<file path="config.mk">
export PLATFORM = sky130hd
export DESIGN_NAME = print_job_priority_queue_flat
export DESIGN_NICKNAME = d
export VERILOG_FILES = /design/src/hdl/pjq_pkg.sv /design/src/hdl/pjq_job_if.sv /design/src/hdl/pjq_result_if.sv /design/src/hdl/pjq_cfg_if.sv /design/src/hdl/print_job_priority_queue.sv /design/src/hdl/pjq_ram.sv /design/src/hdl/pjq_divider.sv /design/src/hdl/pjq_ctrl.sv /design/src/flat_wrapper.sv
export SDC_FILE = /design/constraint.sdc
export NUM_CORES = 2
export LEC_CHECK = 0
export ABC_AREA = 1
export BUFFER_PORTS_ARGS = -buffer_cell sky130_fd_sc_hd__buf_2
export CORE_MARGIN = 2
export CORE_UTILIZATION = 50
export DETAILED_ROUTE_END_ITERATION = 7
export PLACE_DENSITY = 0.65
export SLEW_MARGIN = 20
export SYNTH_ARGS = -nofsm -noshare
export SYNTH_HDL_FRONTEND = slang
export SYNTH_SLANG_ARGS = --single-unit
</file>
<file path="constraint.sdc">
create_clock -name clk -period 13.7 [get_ports clk]
set_clock_uncertainty 0.2 [all_clocks]
set_input_delay 0.685 -clock clk [delete_from_list [all_inputs] [get_ports clk]]
set_output_delay 0.685 -clock clk [all_outputs]
set_load 0.03 [all_outputs]
</file>
<file path="src/hdl/pjq_pkg.sv">
// pjq_pkg: shared types, widths and codes of the print job priority queue
// no dependencies; imported by every other file of the block but pjq_ram

package pjq_pkg;

	localparam int QUEUE_DEPTH = 16;
	localparam int ADDR_W      = $clog2(QUEUE_DEPTH);
	localparam int CNT_W       = $clog2(QUEUE_DEPTH + 1);

	localparam int NUM_W      = 16;
	localparam int PAGE_W     = 16;
	localparam int KIND_W     = 8;
	localparam int URG_W      = 8;
	localparam int SPEED_W    = 8;
	localparam int DEADLINE_W = 16;
	localparam int TIME_W     = 16;
	localparam int OCC_W      = 5;
	localparam int STATUS_W   = 3;
	localparam int KEY_W      = URG_W + PAGE_W;
	localparam int LIMIT_W    = SPEED_W + DEADLINE_W;

	localparam int DIV_STEPS = PAGE_W;
	localparam int DIV_CNT_W = $clog2(DIV_STEPS);

	localparam int CFG_IDX_W  = 1;
	localparam int CFG_DATA_W = 16;

	localparam logic [CFG_IDX_W-1:0] CFG_SPEED    = 1'b0;
	localparam logic [CFG_IDX_W-1:0] CFG_DEADLINE = 1'b1;

	localparam logic [SPEED_W-1:0]    SPEED_RESET    = 8'd1;
	localparam logic [DEADLINE_W-1:0] DEADLINE_RESET = 16'd22;

	localparam logic CMD_SUBMIT   = 1'b0;
	localparam logic CMD_DISPATCH = 1'b1;

	typedef enum logic [STATUS_W-1:0] {
		ST_ACCEPTED = 3'd0,
		ST_FULL     = 3'd1,
		ST_OK       = 3'd2,
		ST_LATE     = 3'd3,
		ST_EMPTY    = 3'd4
	} status_t;

	typedef enum logic [2:0] {
		S_IDLE,
		S_SCAN,
		S_SHIFT,
		S_LIMIT,
		S_DIVIDE,
		S_EMIT
	} state_t;

	typedef struct packed {
		logic [NUM_W-1:0]  number;
		logic [PAGE_W-1:0] pages;
		logic [KIND_W-1:0] kind;
		logic [URG_W-1:0]  urgency;
	} job_t;

	localparam int JOB_W = $bits(job_t);

	typedef struct packed {
		status_t           status;
		job_t              job;
		logic [TIME_W-1:0] ptime;
		logic [OCC_W-1:0]  occupancy;
	} result_t;

	typedef struct packed {
		logic              we;
		logic [ADDR_W-1:0] waddr;
		logic [JOB_W-1:0]  wdata;
		logic [ADDR_W-1:0] raddr;
	} ram_req_t;

endpackage

</file>
<file path="src/hdl/pjq_job_if.sv">
// pjq_job_if: input command channel (valid, ready, submit or dispatch fields)
// depends on pjq_pkg

interface pjq_job_if
	import pjq_pkg::*;
();
	logic              valid;
	logic              ready;
	logic              command;
	logic [NUM_W-1:0]  job_number;
	logic [PAGE_W-1:0] page_count;
	logic [KIND_W-1:0] job_kind;
	logic [URG_W-1:0]  urgency;

	modport source (output valid, command, job_number, page_count, job_kind, urgency,
		input ready);
	modport sink (input valid, command, job_number, page_count, job_kind, urgency,
		output ready);
endinterface

</file>
<file path="src/hdl/pjq_result_if.sv">
// pjq_result_if: result channel, one item per command
// depends on pjq_pkg

interface pjq_result_if
	import pjq_pkg::*;
();
	logic                valid;
	logic                ready;
	logic [STATUS_W-1:0] status;
	logic [NUM_W-1:0]    out_job_number;
	logic [PAGE_W-1:0]   out_page_count;
	logic [KIND_W-1:0]   out_job_kind;
	logic [URG_W-1:0]    out_urgency;
	logic [TIME_W-1:0]   print_time;
	logic [OCC_W-1:0]    occupancy;

	modport source (output valid, status, out_job_number, out_page_count, out_job_kind,
		out_urgency, print_time, occupancy, input ready);
	modport sink (input valid, status, out_job_number, out_page_count, out_job_kind,
		out_urgency, print_time, occupancy, output ready);
endinterface

</file>
<file path="src/hdl/pjq_cfg_if.sv">
// pjq_cfg_if: configuration write channel (register index and data)
// depends on pjq_pkg

interface pjq_cfg_if
	import pjq_pkg::*;
();
	logic                  valid;
	logic                  ready;
	logic [CFG_IDX_W-1:0]  index;
	logic [CFG_DATA_W-1:0] data;

	modport source (output valid, index, data, input ready);
	modport sink (input valid, index, data, output ready);
endinterface

</file>
<file path="src/hdl/print_job_priority_queue.sv">
// print_job_priority_queue: top level; config registers, output register, instances
// depends on pjq_pkg, pjq_job_if, pjq_result_if, pjq_cfg_if, pjq_ram, pjq_divider, pjq_ctrl

// Bounded print job queue of QUEUE_DEPTH entries. A submit item stores the job in
// arrival order (or is refused when full). A dispatch item removes the held job
// with the lowest urgency, then fewest pages, then earliest arrival: the scan and
// the compaction read the job RAM one entry per cycle through its single read
// port, and the print time comes from a serial divider of 16 steps (skipped when
// the job is over its deadline). A dispatch on an empty queue goes straight to
// its result. One item is worked on at a time; the next is taken while a finished
// result still waits in the output register. Configuration writes are taken
// every cycle.

module print_job_priority_queue
	import pjq_pkg::*;
(
	input  logic         clk,
	input  logic         arst_n,
	pjq_job_if.sink      job,
	pjq_result_if.source result,
	pjq_cfg_if.sink      cfg
);
	logic [SPEED_W-1:0]    speed_q;
	logic [DEADLINE_W-1:0] deadline_q;
	logic                  out_valid_q;
	result_t               out_q;

	job_t               job_in;
	ram_req_t           ram_req;
	logic [JOB_W-1:0]   ram_rdata;
	logic               div_start;
	logic [PAGE_W-1:0]  div_dividend;
	logic [SPEED_W-1:0] div_divisor;
	logic               div_busy;
	logic               div_done;
	logic [TIME_W-1:0]  div_quotient;
	logic               out_free;
	logic               res_valid;
	result_t            res;

	assign cfg.ready = 1'b1;

	always_ff @(posedge clk or negedge arst_n) begin
		if (!arst_n) begin
			speed_q    <= SPEED_RESET;
			deadline_q <= DEADLINE_RESET;
		end else if (cfg.valid) begin
			unique case (cfg.index)
				CFG_SPEED:    speed_q    <= cfg.data[SPEED_W-1:0];
				CFG_DEADLINE: deadline_q <= cfg.data[DEADLINE_W-1:0];
				default: begin
				end
			endcase
		end
	end

	assign job_in.number  = job.job_number;
	assign job_in.pages   = job.page_count;
	assign job_in.kind    = job.job_kind;
	assign job_in.urgency = job.urgency;

	pjq_ram #(
		.WIDTH (JOB_W),
		.DEPTH (QUEUE_DEPTH)
	) u_ram (
		.clk   (clk),
		.we    (ram_req.we),
		.waddr (ram_req.waddr),
		.wdata (ram_req.wdata),
		.raddr (ram_req.raddr),
		.rdata (ram_rdata)
	);

	pjq_divider u_div (
		.clk      (clk),
		.arst_n   (arst_n),
		.start    (div_start),
		.dividend (div_dividend),
		.divisor  (div_divisor),
		.busy     (div_busy),
		.done     (div_done),
		.quotient (div_quotient)
	);

	pjq_ctrl u_ctrl (
		.clk          (clk),
		.arst_n       (arst_n),
		.job_valid    (job.valid),
		.job_ready    (job.ready),
		.command      (job.command),
		.job_in       (job_in),
		.speed        (speed_q),
		.deadline     (deadline_q),
		.ram_req      (ram_req),
		.ram_rdata    (ram_rdata),
		.div_start    (div_start),
		.div_dividend (div_dividend),
		.div_divisor  (div_divisor),
		.div_busy     (div_busy),
		.div_done     (div_done),
		.div_quotient (div_quotient),
		.out_free     (out_free),
		.res_valid    (res_valid),
		.res          (res)
	);

	// output slot frees in the same cycle the waiting item is taken
	assign out_free = !out_valid_q || result.ready;

	always_ff @(posedge clk or negedge arst_n) begin
		if (!arst_n) begin
			out_valid_q <= 1'b0;
		end else if (res_valid) begin
			out_valid_q <= 1'b1;
		end else if (result.ready) begin
			out_valid_q <= 1'b0;
		end
	end

	always_ff @(posedge clk) begin
		if (res_valid) begin
			out_q <= res;
		end
	end

	assign result.valid          = out_valid_q;
	assign result.status         = out_q.status;
	assign result.out_job_number = out_q.job.number;
	assign result.out_page_count = out_q.job.pages;
	assign result.out_job_kind   = out_q.job.kind;
	assign result.out_urgency    = out_q.job.urgency;
	assign result.print_time     = out_q.ptime;
	assign result.occupancy      = out_q.occupancy;
endmodule

</file>
<file path="src/hdl/pjq_ram.sv">
// pjq_ram: generic single write port, single read port RAM with registered read
// no dependencies

module pjq_ram #(
	parameter int WIDTH = 8,
	parameter int DEPTH = 16
) (
	input  logic                     clk,
	input  logic                     we,
	input  logic [$clog2(DEPTH)-1:0] waddr,
	input  logic [WIDTH-1:0]         wdata,
	input  logic [$clog2(DEPTH)-1:0] raddr,
	output logic [WIDTH-1:0]         rdata
);
	logic [WIDTH-1:0] mem_q [DEPTH];

	always_ff @(posedge clk) begin
		if (we) begin
			mem_q[waddr] <= wdata;
		end
		rdata <= mem_q[raddr];
	end
endmodule

</file>
<file path="src/hdl/pjq_divider.sv">
// pjq_divider: serial restoring divider, one quotient bit per cycle, rounds up
// depends on pjq_pkg

module pjq_divider
	import pjq_pkg::*;
(
	input  logic               clk,
	input  logic               arst_n,
	input  logic               start,
	input  logic [PAGE_W-1:0]  dividend,
	input  logic [SPEED_W-1:0] divisor,
	output logic               busy,
	output logic               done,
	output logic [TIME_W-1:0]  quotient
);
	logic                 busy_q;
	logic                 done_q;
	logic [DIV_CNT_W-1:0] cnt_q;
	logic [PAGE_W-1:0]    num_q;
	logic [SPEED_W-1:0]   rem_q;
	logic [SPEED_W-1:0]   div_q;

	logic [SPEED_W:0]   trial;
	logic [SPEED_W+1:0] diff;
	logic               ge;

	assign trial = {rem_q, num_q[PAGE_W-1]};
	assign diff  = {1'b0, trial} - {2'b00, div_q};
	assign ge    = ~diff[SPEED_W+1];

	always_ff @(posedge clk or negedge arst_n) begin
		if (!arst_n) begin
			busy_q <= 1'b0;
			done_q <= 1'b0;
			cnt_q  <= '0;
		end else begin
			done_q <= busy_q && (cnt_q == '0);
			if (start && !busy_q) begin
				busy_q <= 1'b1;
				cnt_q  <= DIV_CNT_W'(DIV_STEPS - 1);
			end else if (busy_q) begin
				cnt_q <= cnt_q - DIV_CNT_W'(1);
				if (cnt_q == '0) begin
					busy_q <= 1'b0;
				end
			end
		end
	end

	// dividend shifts out on top while quotient bits enter below
	always_ff @(posedge clk) begin
		if (start && !busy_q) begin
			num_q <= dividend;
			rem_q <= '0;
			div_q <= divisor;
		end else if (busy_q) begin
			num_q <= {num_q[PAGE_W-2:0], ge};
			rem_q <= ge ? diff[SPEED_W-1:0] : trial[SPEED_W-1:0];
		end
	end

	assign busy     = busy_q;
	assign done     = done_q;
	assign quotient = num_q + TIME_W'(rem_q != '0);
endmodule

</file>
<file path="src/hdl/pjq_ctrl.sv">
// pjq_ctrl: command sequencer; submit, best-key scan, compaction, deadline check
// depends on pjq_pkg; drives pjq_ram and pjq_divider through the top level

module pjq_ctrl
	import pjq_pkg::*;
(
	input  logic                  clk,
	input  logic                  arst_n,
	input  logic                  job_valid,
	output logic                  job_ready,
	input  logic                  command,
	input  job_t                  job_in,
	input  logic [SPEED_W-1:0]    speed,
	input  logic [DEADLINE_W-1:0] deadline,
	output ram_req_t              ram_req,
	input  logic [JOB_W-1:0]      ram_rdata,
	output logic                  div_start,
	output logic [PAGE_W-1:0]     div_dividend,
	output logic [SPEED_W-1:0]    div_divisor,
	input  logic                  div_busy,
	input  logic                  div_done,
	input  logic [TIME_W-1:0]     div_quotient,
	input  logic                  out_free,
	output logic                  res_valid,
	output result_t               res
);
	state_t             state_q, state_d;
	logic [CNT_W-1:0]   count_q;
	logic [CNT_W-1:0]   ptr_q;
	logic               rd_valid_q;
	logic [ADDR_W-1:0]  best_idx_q;
	logic [KEY_W-1:0]   best_key_q;
	job_t               best_job_q;
	result_t            res_q;

	job_t               rd_job;
	logic [KEY_W-1:0]   rd_key;
	logic               accept;
	logic               full;
	logic               scan_take;
	logic [ADDR_W-1:0]  scan_idx;
	logic [ADDR_W-1:0]  scan_best;
	logic               ptr_more;
	logic [SPEED_W-1:0] speed_eff;
	logic [LIMIT_W-1:0] limit;
	logic               over;

	assign rd_job    = job_t'(ram_rdata);
	assign rd_key    = {rd_job.urgency, rd_job.pages};
	assign accept    = job_valid && job_ready;
	assign full      = (count_q >= CNT_W'(QUEUE_DEPTH));
	assign ptr_more  = (ptr_q < count_q);
	assign scan_idx  = ADDR_W'(ptr_q - CNT_W'(1));
	// strict less keeps the earliest arrival among equal keys
	assign scan_take = (state_q == S_SCAN) && rd_valid_q
		&& ((ptr_q == CNT_W'(1)) || (rd_key < best_key_q));
	assign scan_best = scan_take ? scan_idx : best_idx_q;
	assign speed_eff = (speed == '0) ? SPEED_W'(1) : speed;
	assign limit     = LIMIT_W'(speed_eff) * LIMIT_W'(deadline);
	assign over      = (LIMIT_W'(best_job_q.pages) > limit);

	// next state
	always_comb begin
		state_d = state_q;
		unique case (state_q)
			S_IDLE: begin
				if (job_valid) begin
					if (command == CMD_SUBMIT || count_q == '0) begin
						state_d = S_EMIT;
					end else begin
						state_d = S_SCAN;
					end
				end
			end
			S_SCAN: begin
				if (rd_valid_q && ptr_q == count_q) begin
					state_d = S_SHIFT;
				end
			end
			S_SHIFT: begin
				if (!rd_valid_q && !ptr_more) begin
					state_d = S_LIMIT;
				end
			end
			S_LIMIT: begin
				state_d = over ? S_EMIT : S_DIVIDE;
			end
			S_DIVIDE: begin
				if (div_done) begin
					state_d = S_EMIT;
				end
			end
			S_EMIT: begin
				if (out_free) begin
					state_d = S_IDLE;
				end
			end
			default: state_d = S_IDLE;
		endcase
	end

	// outputs
	always_comb begin
		job_ready     = (state_q == S_IDLE);
		ram_req.we    = 1'b0;
		ram_req.waddr = count_q[ADDR_W-1:0];
		ram_req.wdata = JOB_W'(job_in);
		ram_req.raddr = ptr_q[ADDR_W-1:0];
		div_start     = 1'b0;
		res_valid     = 1'b0;
		unique case (state_q)
			S_IDLE: begin
				ram_req.we = accept && (command == CMD_SUBMIT) && !full;
			end
			S_SHIFT: begin
				// entry read last cycle moves one place down
				ram_req.we    = rd_valid_q;
				ram_req.waddr = ADDR_W'(ptr_q - CNT_W'(2));
				ram_req.wdata = ram_rdata;
			end
			S_LIMIT: begin
				div_start = !over;
			end
			S_EMIT: begin
				res_valid = out_free;
			end
			S_SCAN, S_DIVIDE: begin
			end
			default: begin
			end
		endcase
	end

	assign div_dividend = best_job_q.pages;
	assign div_divisor  = speed_eff;
	assign res          = res_q;

	always_ff @(posedge clk or negedge arst_n) begin
		if (!arst_n) begin
			state_q    <= S_IDLE;
			count_q    <= '0;
			ptr_q      <= '0;
			rd_valid_q <= 1'b0;
		end else begin
			state_q <= state_d;
			unique case (state_q)
				S_IDLE: begin
					ptr_q      <= '0;
					rd_valid_q <= 1'b0;
					if (accept && command == CMD_SUBMIT && !full) begin
						count_q <= count_q + CNT_W'(1);
					end
				end
				S_SCAN, S_SHIFT: begin
					rd_valid_q <= ptr_more;
					if (state_d == S_SHIFT && state_q == S_SCAN) begin
						ptr_q <= CNT_W'(scan_best) + CNT_W'(1);
					end else if (ptr_more) begin
						ptr_q <= ptr_q + CNT_W'(1);
					end
				end
				S_LIMIT: begin
					count_q <= count_q - CNT_W'(1);
				end
				S_DIVIDE, S_EMIT: begin
				end
				default: begin
				end
			endcase
		end
	end

	always_ff @(posedge clk) begin
		if (scan_take) begin
			best_idx_q <= scan_idx;
			best_key_q <= rd_key;
			best_job_q <= rd_job;
		end
		unique case (state_q)
			S_IDLE: begin
				if (accept) begin
					res_q.ptime <= '0;
					if (command == CMD_SUBMIT) begin
						res_q.job <= job_in;
						if (full) begin
							res_q.status    <= ST_FULL;
							res_q.occupancy <= OCC_W'(count_q);
						end else begin
							res_q.status    <= ST_ACCEPTED;
							res_q.occupancy <= OCC_W'(count_q + CNT_W'(1));
						end
					end else begin
						res_q.status    <= ST_EMPTY;
						res_q.job       <= '0;
						res_q.occupancy <= OCC_W'(count_q);
					end
				end
			end
			S_LIMIT: begin
				res_q.job       <= best_job_q;
				res_q.occupancy <= OCC_W'(count_q - CNT_W'(1));
				res_q.status    <= ST_LATE;
				res_q.ptime     <= '0;
			end
			S_DIVIDE: begin
				if (div_done) begin
					res_q.status <= ST_OK;
					res_q.ptime  <= div_quotient;
				end
			end
			S_SCAN, S_SHIFT, S_EMIT: begin
			end
			default: begin
			end
		endcase
	end

	a_count_bound: assert property (@(posedge clk) disable iff (!arst_n)
		count_q <= CNT_W'(QUEUE_DEPTH))
		else $error("held count above queue depth");

	a_write_in_range: assert property (@(posedge clk) disable iff (!arst_n)
		(state_q == S_SHIFT && ram_req.we) |-> (CNT_W'(ram_req.waddr) < count_q))
		else $error("compaction writes past the held entries");

	a_div_free: assert property (@(posedge clk) disable iff (!arst_n)
		div_start |-> !div_busy)
		else $error("divider started while busy");

	a_scan_nonempty: assert property (@(posedge clk) disable iff (!arst_n)
		(state_q == S_IDLE && state_d == S_SCAN) |=> (count_q != '0))
		else $error("scan entered on an empty queue");

	a_emit_slot: assert property (@(posedge clk) disable iff (!arst_n)
		res_valid |-> out_free)
		else $error("result issued while the output slot is taken");
endmodule

</file>
<file path="src/flat_wrapper.sv">
// flat-port wrapper written by rule: the top's interface ports become plain ports
module print_job_priority_queue_flat import pjq_pkg::*;
  (clk, arst_n, job_valid, job_command, job_job_number, job_page_count, job_job_kind, job_urgency, job_ready, result_valid, result_status, result_out_job_number, result_out_page_count, result_out_job_kind, result_out_urgency, result_print_time, result_occupancy, result_ready, cfg_valid, cfg_index, cfg_data, cfg_ready);
  pjq_job_if job_i ();
  pjq_result_if result_i ();
  pjq_cfg_if cfg_i ();
  input  logic clk;
  input  logic arst_n;
  input wire logic [$bits(job_i.valid)-1:0] job_valid;
  input wire logic [$bits(job_i.command)-1:0] job_command;
  input wire logic [$bits(job_i.job_number)-1:0] job_job_number;
  input wire logic [$bits(job_i.page_count)-1:0] job_page_count;
  input wire logic [$bits(job_i.job_kind)-1:0] job_job_kind;
  input wire logic [$bits(job_i.urgency)-1:0] job_urgency;
  output wire logic [$bits(job_i.ready)-1:0] job_ready;
  output wire logic [$bits(result_i.valid)-1:0] result_valid;
  output wire logic [$bits(result_i.status)-1:0] result_status;
  output wire logic [$bits(result_i.out_job_number)-1:0] result_out_job_number;
  output wire logic [$bits(result_i.out_page_count)-1:0] result_out_page_count;
  output wire logic [$bits(result_i.out_job_kind)-1:0] result_out_job_kind;
  output wire logic [$bits(result_i.out_urgency)-1:0] result_out_urgency;
  output wire logic [$bits(result_i.print_time)-1:0] result_print_time;
  output wire logic [$bits(result_i.occupancy)-1:0] result_occupancy;
  input wire logic [$bits(result_i.ready)-1:0] result_ready;
  input wire logic [$bits(cfg_i.valid)-1:0] cfg_valid;
  input wire logic [$bits(cfg_i.index)-1:0] cfg_index;
  input wire logic [$bits(cfg_i.data)-1:0] cfg_data;
  output wire logic [$bits(cfg_i.ready)-1:0] cfg_ready;
  assign job_i.valid = job_valid;
  assign job_i.command = job_command;
  assign job_i.job_number = job_job_number;
  assign job_i.page_count = job_page_count;
  assign job_i.job_kind = job_job_kind;
  assign job_i.urgency = job_urgency;
  assign job_ready = job_i.ready;
  assign result_valid = result_i.valid;
  assign result_status = result_i.status;
  assign result_out_job_number = result_i.out_job_number;
  assign result_out_page_count = result_i.out_page_count;
  assign result_out_job_kind = result_i.out_job_kind;
  assign result_out_urgency = result_i.out_urgency;
  assign result_print_time = result_i.print_time;
  assign result_occupancy = result_i.occupancy;
  assign result_i.ready = result_ready;
  assign cfg_i.valid = cfg_valid;
  assign cfg_i.index = cfg_index;
  assign cfg_i.data = cfg_data;
  assign cfg_ready = cfg_i.ready;
  print_job_priority_queue u_core (.clk(clk), .arst_n(arst_n), .job(job_i), .result(result_i), .cfg(cfg_i));
endmodule
</file>
==> results <==
- In this run, synthesis produced a sequential element count of 1,089.
- The element type at the critical path start is a flip-flop.
- In this run the most critical hold path is launched from cfg_data[0].
- The final-report hold violation count is 0.
- Power comes to 10,200 uW.
- The count of flip-flops with a built-in enable after synthesis is 984.
- The area of the core is 94,700 um^2.
- The count of unique library cells instantiated by Yosys is 61.
- Buffers inserted during clock tree synthesis total 109.
- The max-slew headroom at the worst pin is 23.2%.
- Averaged over all synthesized cells, the footprint is 12.2 um^2.
- Global routing consumed, over all layers together, 23.4% of the routing resources.
- The depth of the worst register-to-register path is 28.
- After the first detailed-routing iteration, the DRC count stood at 3,149.
- After clock tree synthesis, the setup repair step added 0 buffers.
- At the worst endpoint, the required time is 13,830 ps.
- The final count of negative-setup-slack endpoints is 0.
- Broken down by cell family, the worst path's largest delay share belongs to simple AND/OR/NAND/NOR gates.
- The die covers 97,700 um^2.
- The utilization of the core after routing is 56.0%.
- Hold is met by 47.3 ps.
- Summed over all cells, the static leakage comes to 0.0199 uW.
- The area growth from synthesis to final layout is 11.4%.
- Of the available clock period, the critical path in the final layout requires 54.1%.
- The largest voltage drop on the vdd net is 161 uV.
- The fill cell total of the finished layout is 7,896.
- The count of buffers added on input and output ports is 144.
- Yosys attributes the largest share of cell area to edfxtp_1 62%, o21ai_0 5.2%, nor2_1 4.0%, fa_1 3.6%, nand2_1 3.3%.
- The final non-filler cell total is 5,315.
- Summed over all layers, the global routing overflow is 0.
- The average routed wire per standard cell is 21.7 um.
- For hold timing, the worst endpoint is u_core.speed_q[0].
- After detailed routing, the number of remaining DRC violations is 0.
- The sequential fraction of the synthesis area is 67.0%.
- For this run, the top clock speed supported by timing is 0.135 GHz.
- Of the cells placed in the final design, the portion with a size suffix greater than 1 is 12.3%.
- After technology mapping, the gate count stands at 3,895.
- The max-capacitance violation count is 0.
- The startpoint of the most critical setup path is u_core.speed_q[5].
- The cell total after placement is 5,109.
- The slew at the pin closest to its max-slew limit is 1150 ps.
- Entering global routing, the biggest net connects 232 pins.
- The min-delay analysis places its worst path in the category in -> reg.
- Counting flops with an async set or reset pin after synthesis yields a share of 4.13%.
- Counting both buffers and inverters, the worst setup path holds a total of 3.
- The clock passes through at most 3 buffers.
- Setup repair after global routing left no endpoint under its margin.
- The synthesized net count is 4,157.
- After detailed routing, the number of vias per cell comes to 5.67.
- The via count of the first global-routing pass is 28,900.
- The final route contains 30,100 vias.
- Clock latency on the worst-skew pair, taken at its later pin, is 700 ps.
- The clock input transition at the sequential cells of the worst setup and hold paths is 60 ps.
- The number of warnings printed during yosys synthesis is 0.
- The sum of negative setup slack is 0 ps.
- The die outline width is 313 um.
- The final weighted congestion in routability-driven placement is 0.840.
- The largest individual stage delay along the critical path comes from the cell dfrtp_1.
- The routed design could run at a clock period as short as 7410 ps.
- Along the worst path, the maximum fanout reaches 43.
- The number of standard-cell rows in the floorplan is 113.
- The final-report max-slew violation count is 0.
- The synthesized netlist occupies a cell area of 47,600 um^2.
- In the final design database the tool counted 4,219 nets.
- The endpoint type of the worst setup path is a flip-flop.
- The overall die height is 313 um.
- The setup path with the least slack is of type reg -> reg.
- The tree is rooted in a clkbuf_16.
- The half-perimeter wire length of the detailed placement result is 61.7 mm.
- For this design the ratio of total power to cell area is 193 nW/um^2.
- The run finished with clean final reports.
- The portion of synthesized cell area occupied by the leading cell type is 62.1%.
- The number of cells on the worst hold path is 3.
- The first-pass GRT wire length is 174 mm.
- In this run the register-to-register setup slack is 6290 ps.
- The first TritonRoute pass finished after 6 iterations.
- The initial utilization of the core area, before any placement, comes to 50.2%.
- The residual antenna-violating net count after detailed routing is 0.
- The startpoint identified for the worst register-to-register timing path is u_core.speed_q[5].
- The CTS tree is built.
- The delay of the slowest critical-path stage is 620 ps.
- CTS built an H-tree with a depth of 3.
- The initial antenna violation count is 5.
- The routed design has 116 mm of wire.
- The endpoint of the worst-slack reg-to-reg timing path is u_core.u_div.div_q[5].
- Counting every sink on the clock net gives 1,089.
- The number of top-level design ports is 146.
- The largest area contributor in the netlist is edfxtp_1.
- Data on the critical path arrives at its endpoint at 7540 ps.
- In the synthesized netlist the dominant register cell turns out to be edfxtp_1.
## layer usage
layer  share of wire (%)  GRT usage, %  vias to the layer above
met5               0.052             0                        -
met4                 2.4          7.10                        6
met3                 7.6          3.63                      188
met2                  47          37.6                     1189
met1                  42          33.2                    14800
li1                    -             -                    14000
## synth_stat cells (22+ instances only)
library cell	number
clkbuf_1	182
nand2_1	413
o21ai_0	498
buf_2	22
dfxtp_1	60
o211ai_1	44
nand3_1	112
o221ai_1	145
fa_1	85
inv_1	338
a21oi_1	69
edfxtp_1	984
ha_1	106
nor2_1	502
mux2_2	47
dfrtp_1	41
nand2_2	27
o22ai_1	52
## worst max-delay path by stage
stage | endpoint | slack (ps) | depth (start not counted)
2_1_floorplan | u_core.u_div.num_q[0] | 7430 | 31
3_3_place_gp | u_core.u_div.div_q[5] | 6240 | 26
3_5_place_dp | u_core.u_div.div_q[5] | 6110 | 29
4_1_cts | u_core.u_div.div_q[7] | 6070 | 29
5_1_grt | u_core.u_div.div_q[5] | 5700 | 29
6_report | u_core.u_div.div_q[5] | 6290 | 28
## power by group
| part | internal (uW) | switching [uW] |
|---|---|---|
| combinational | 1010 | 2080 |
| clock | 1670 | 1280 |
| sequential | 3980 | 223 |
## area by class of cell
class / instances / area, um^2 / area share, %
sequential: 1089 / 31900 / 60.1
multi-input combinational: 2224 / 13600 / 25.6
clock buffer: 145 / 2960 / 5.59
tap: 1265 / 1580 / 2.99
inverter: 351 / 1330 / 2.51
timing repair buffer: 182 / 1040 / 1.95
clock inverter: 58 / 621 / 1.17
antenna: 1 / 2.50 / 0.00472
## worst register-to-register path, delay by kind of cell, from the launching register on
kind / cells / cell delay [ps]
AO/OA/AOI/OAI: 2 / 240
flip-flops: 1 / 620
XOR/XNOR: 1 / 130
buffers and inverters: 3 / 690
AND/OR/NAND/NOR: 17 / 3000
adder cells (fa/ha/maj): 5 / 2170
## sequential cells by signal, summed over array words and instances, names as in the netlist, 16 cells and up
name,cells
u_core.u_ctrl.res,72
u_core.result.out_page_count,16
u_core.u_ram.rdata,48
u_core.deadline_q,16
u_core.u_ctrl.best_key_q,24
u_core.u_ram.mem_q,768
u_core.result.print_time,16
u_core.u_div.num_q,16
u_core.u_ctrl.best_job_q,24
u_core.result.out_job_number,16
## repair_timing
| action | 4_1_cts | 5_1_grt |
|---|---|---|
| resized for setup | 0 | 0 |
| endpoints found under the hold margin | 42 | 0 |
| hold buffers | 2 | 0 |
## cells in the final DEF (no fill, tap or decap), drive strengths merged, types with 8 or more instances in the layout
| cell | Yosys | layout |
|---|---|---|
| edfxtp | 984 | 984 |
| o21ai | 518 | 518 |
| nor2 | 504 | 504 |
| nand2 | 440 | 440 |
| inv | 350 | 353 |
| buf | 46 | 180 |
| o221ai | 145 | 145 |
| clkbuf | 185 | 145 |
| nand3 | 114 | 114 |
| ha | 106 | 106 |
| fa | 85 | 85 |
| a21oi | 74 | 74 |
| dfxtp | 60 | 60 |
| o22ai | 52 | 52 |
| mux2 | 47 | 47 |
| o211ai | 44 | 44 |
| dfrtp | 41 | 41 |
| clkinv | 1 | 41 |
| xor2 | 17 | 17 |
| nor3 | 15 | 15 |
| nand4 | 11 | 11 |
| xnor2 | 9 | 9 |
| clkinvlp | 0 | 8 |
## through the flow
stage | worst slack (ps) | instance area, um^2
2_1_floorplan | 7430 | 47600
3_3_place_gp | 6240 | 49400
3_5_place_dp | 6110 | 49400
4_1_cts | 6070 | 53000
5_1_grt | 5700 | 53000
6_report | 6290 | 53000
## cells by family (layout without fill, tap and decap cells)
kind of cell	Yosys count	in the layout	share of synthesized area, %
and+or+nand+nor	1103	1103	9.44
AOI/OAI and AO/OA	856	856	10.8
xor gates and xnor gates	26	26	0.478
buffers and inverters	582	736	4.77
DFF	1089	1089	67.0
other	1	2	0.00788
muxes	47	47	1.11
adders and majority gates	191	191	6.36
Note: power is estimated with default switching activity, not from simulation.
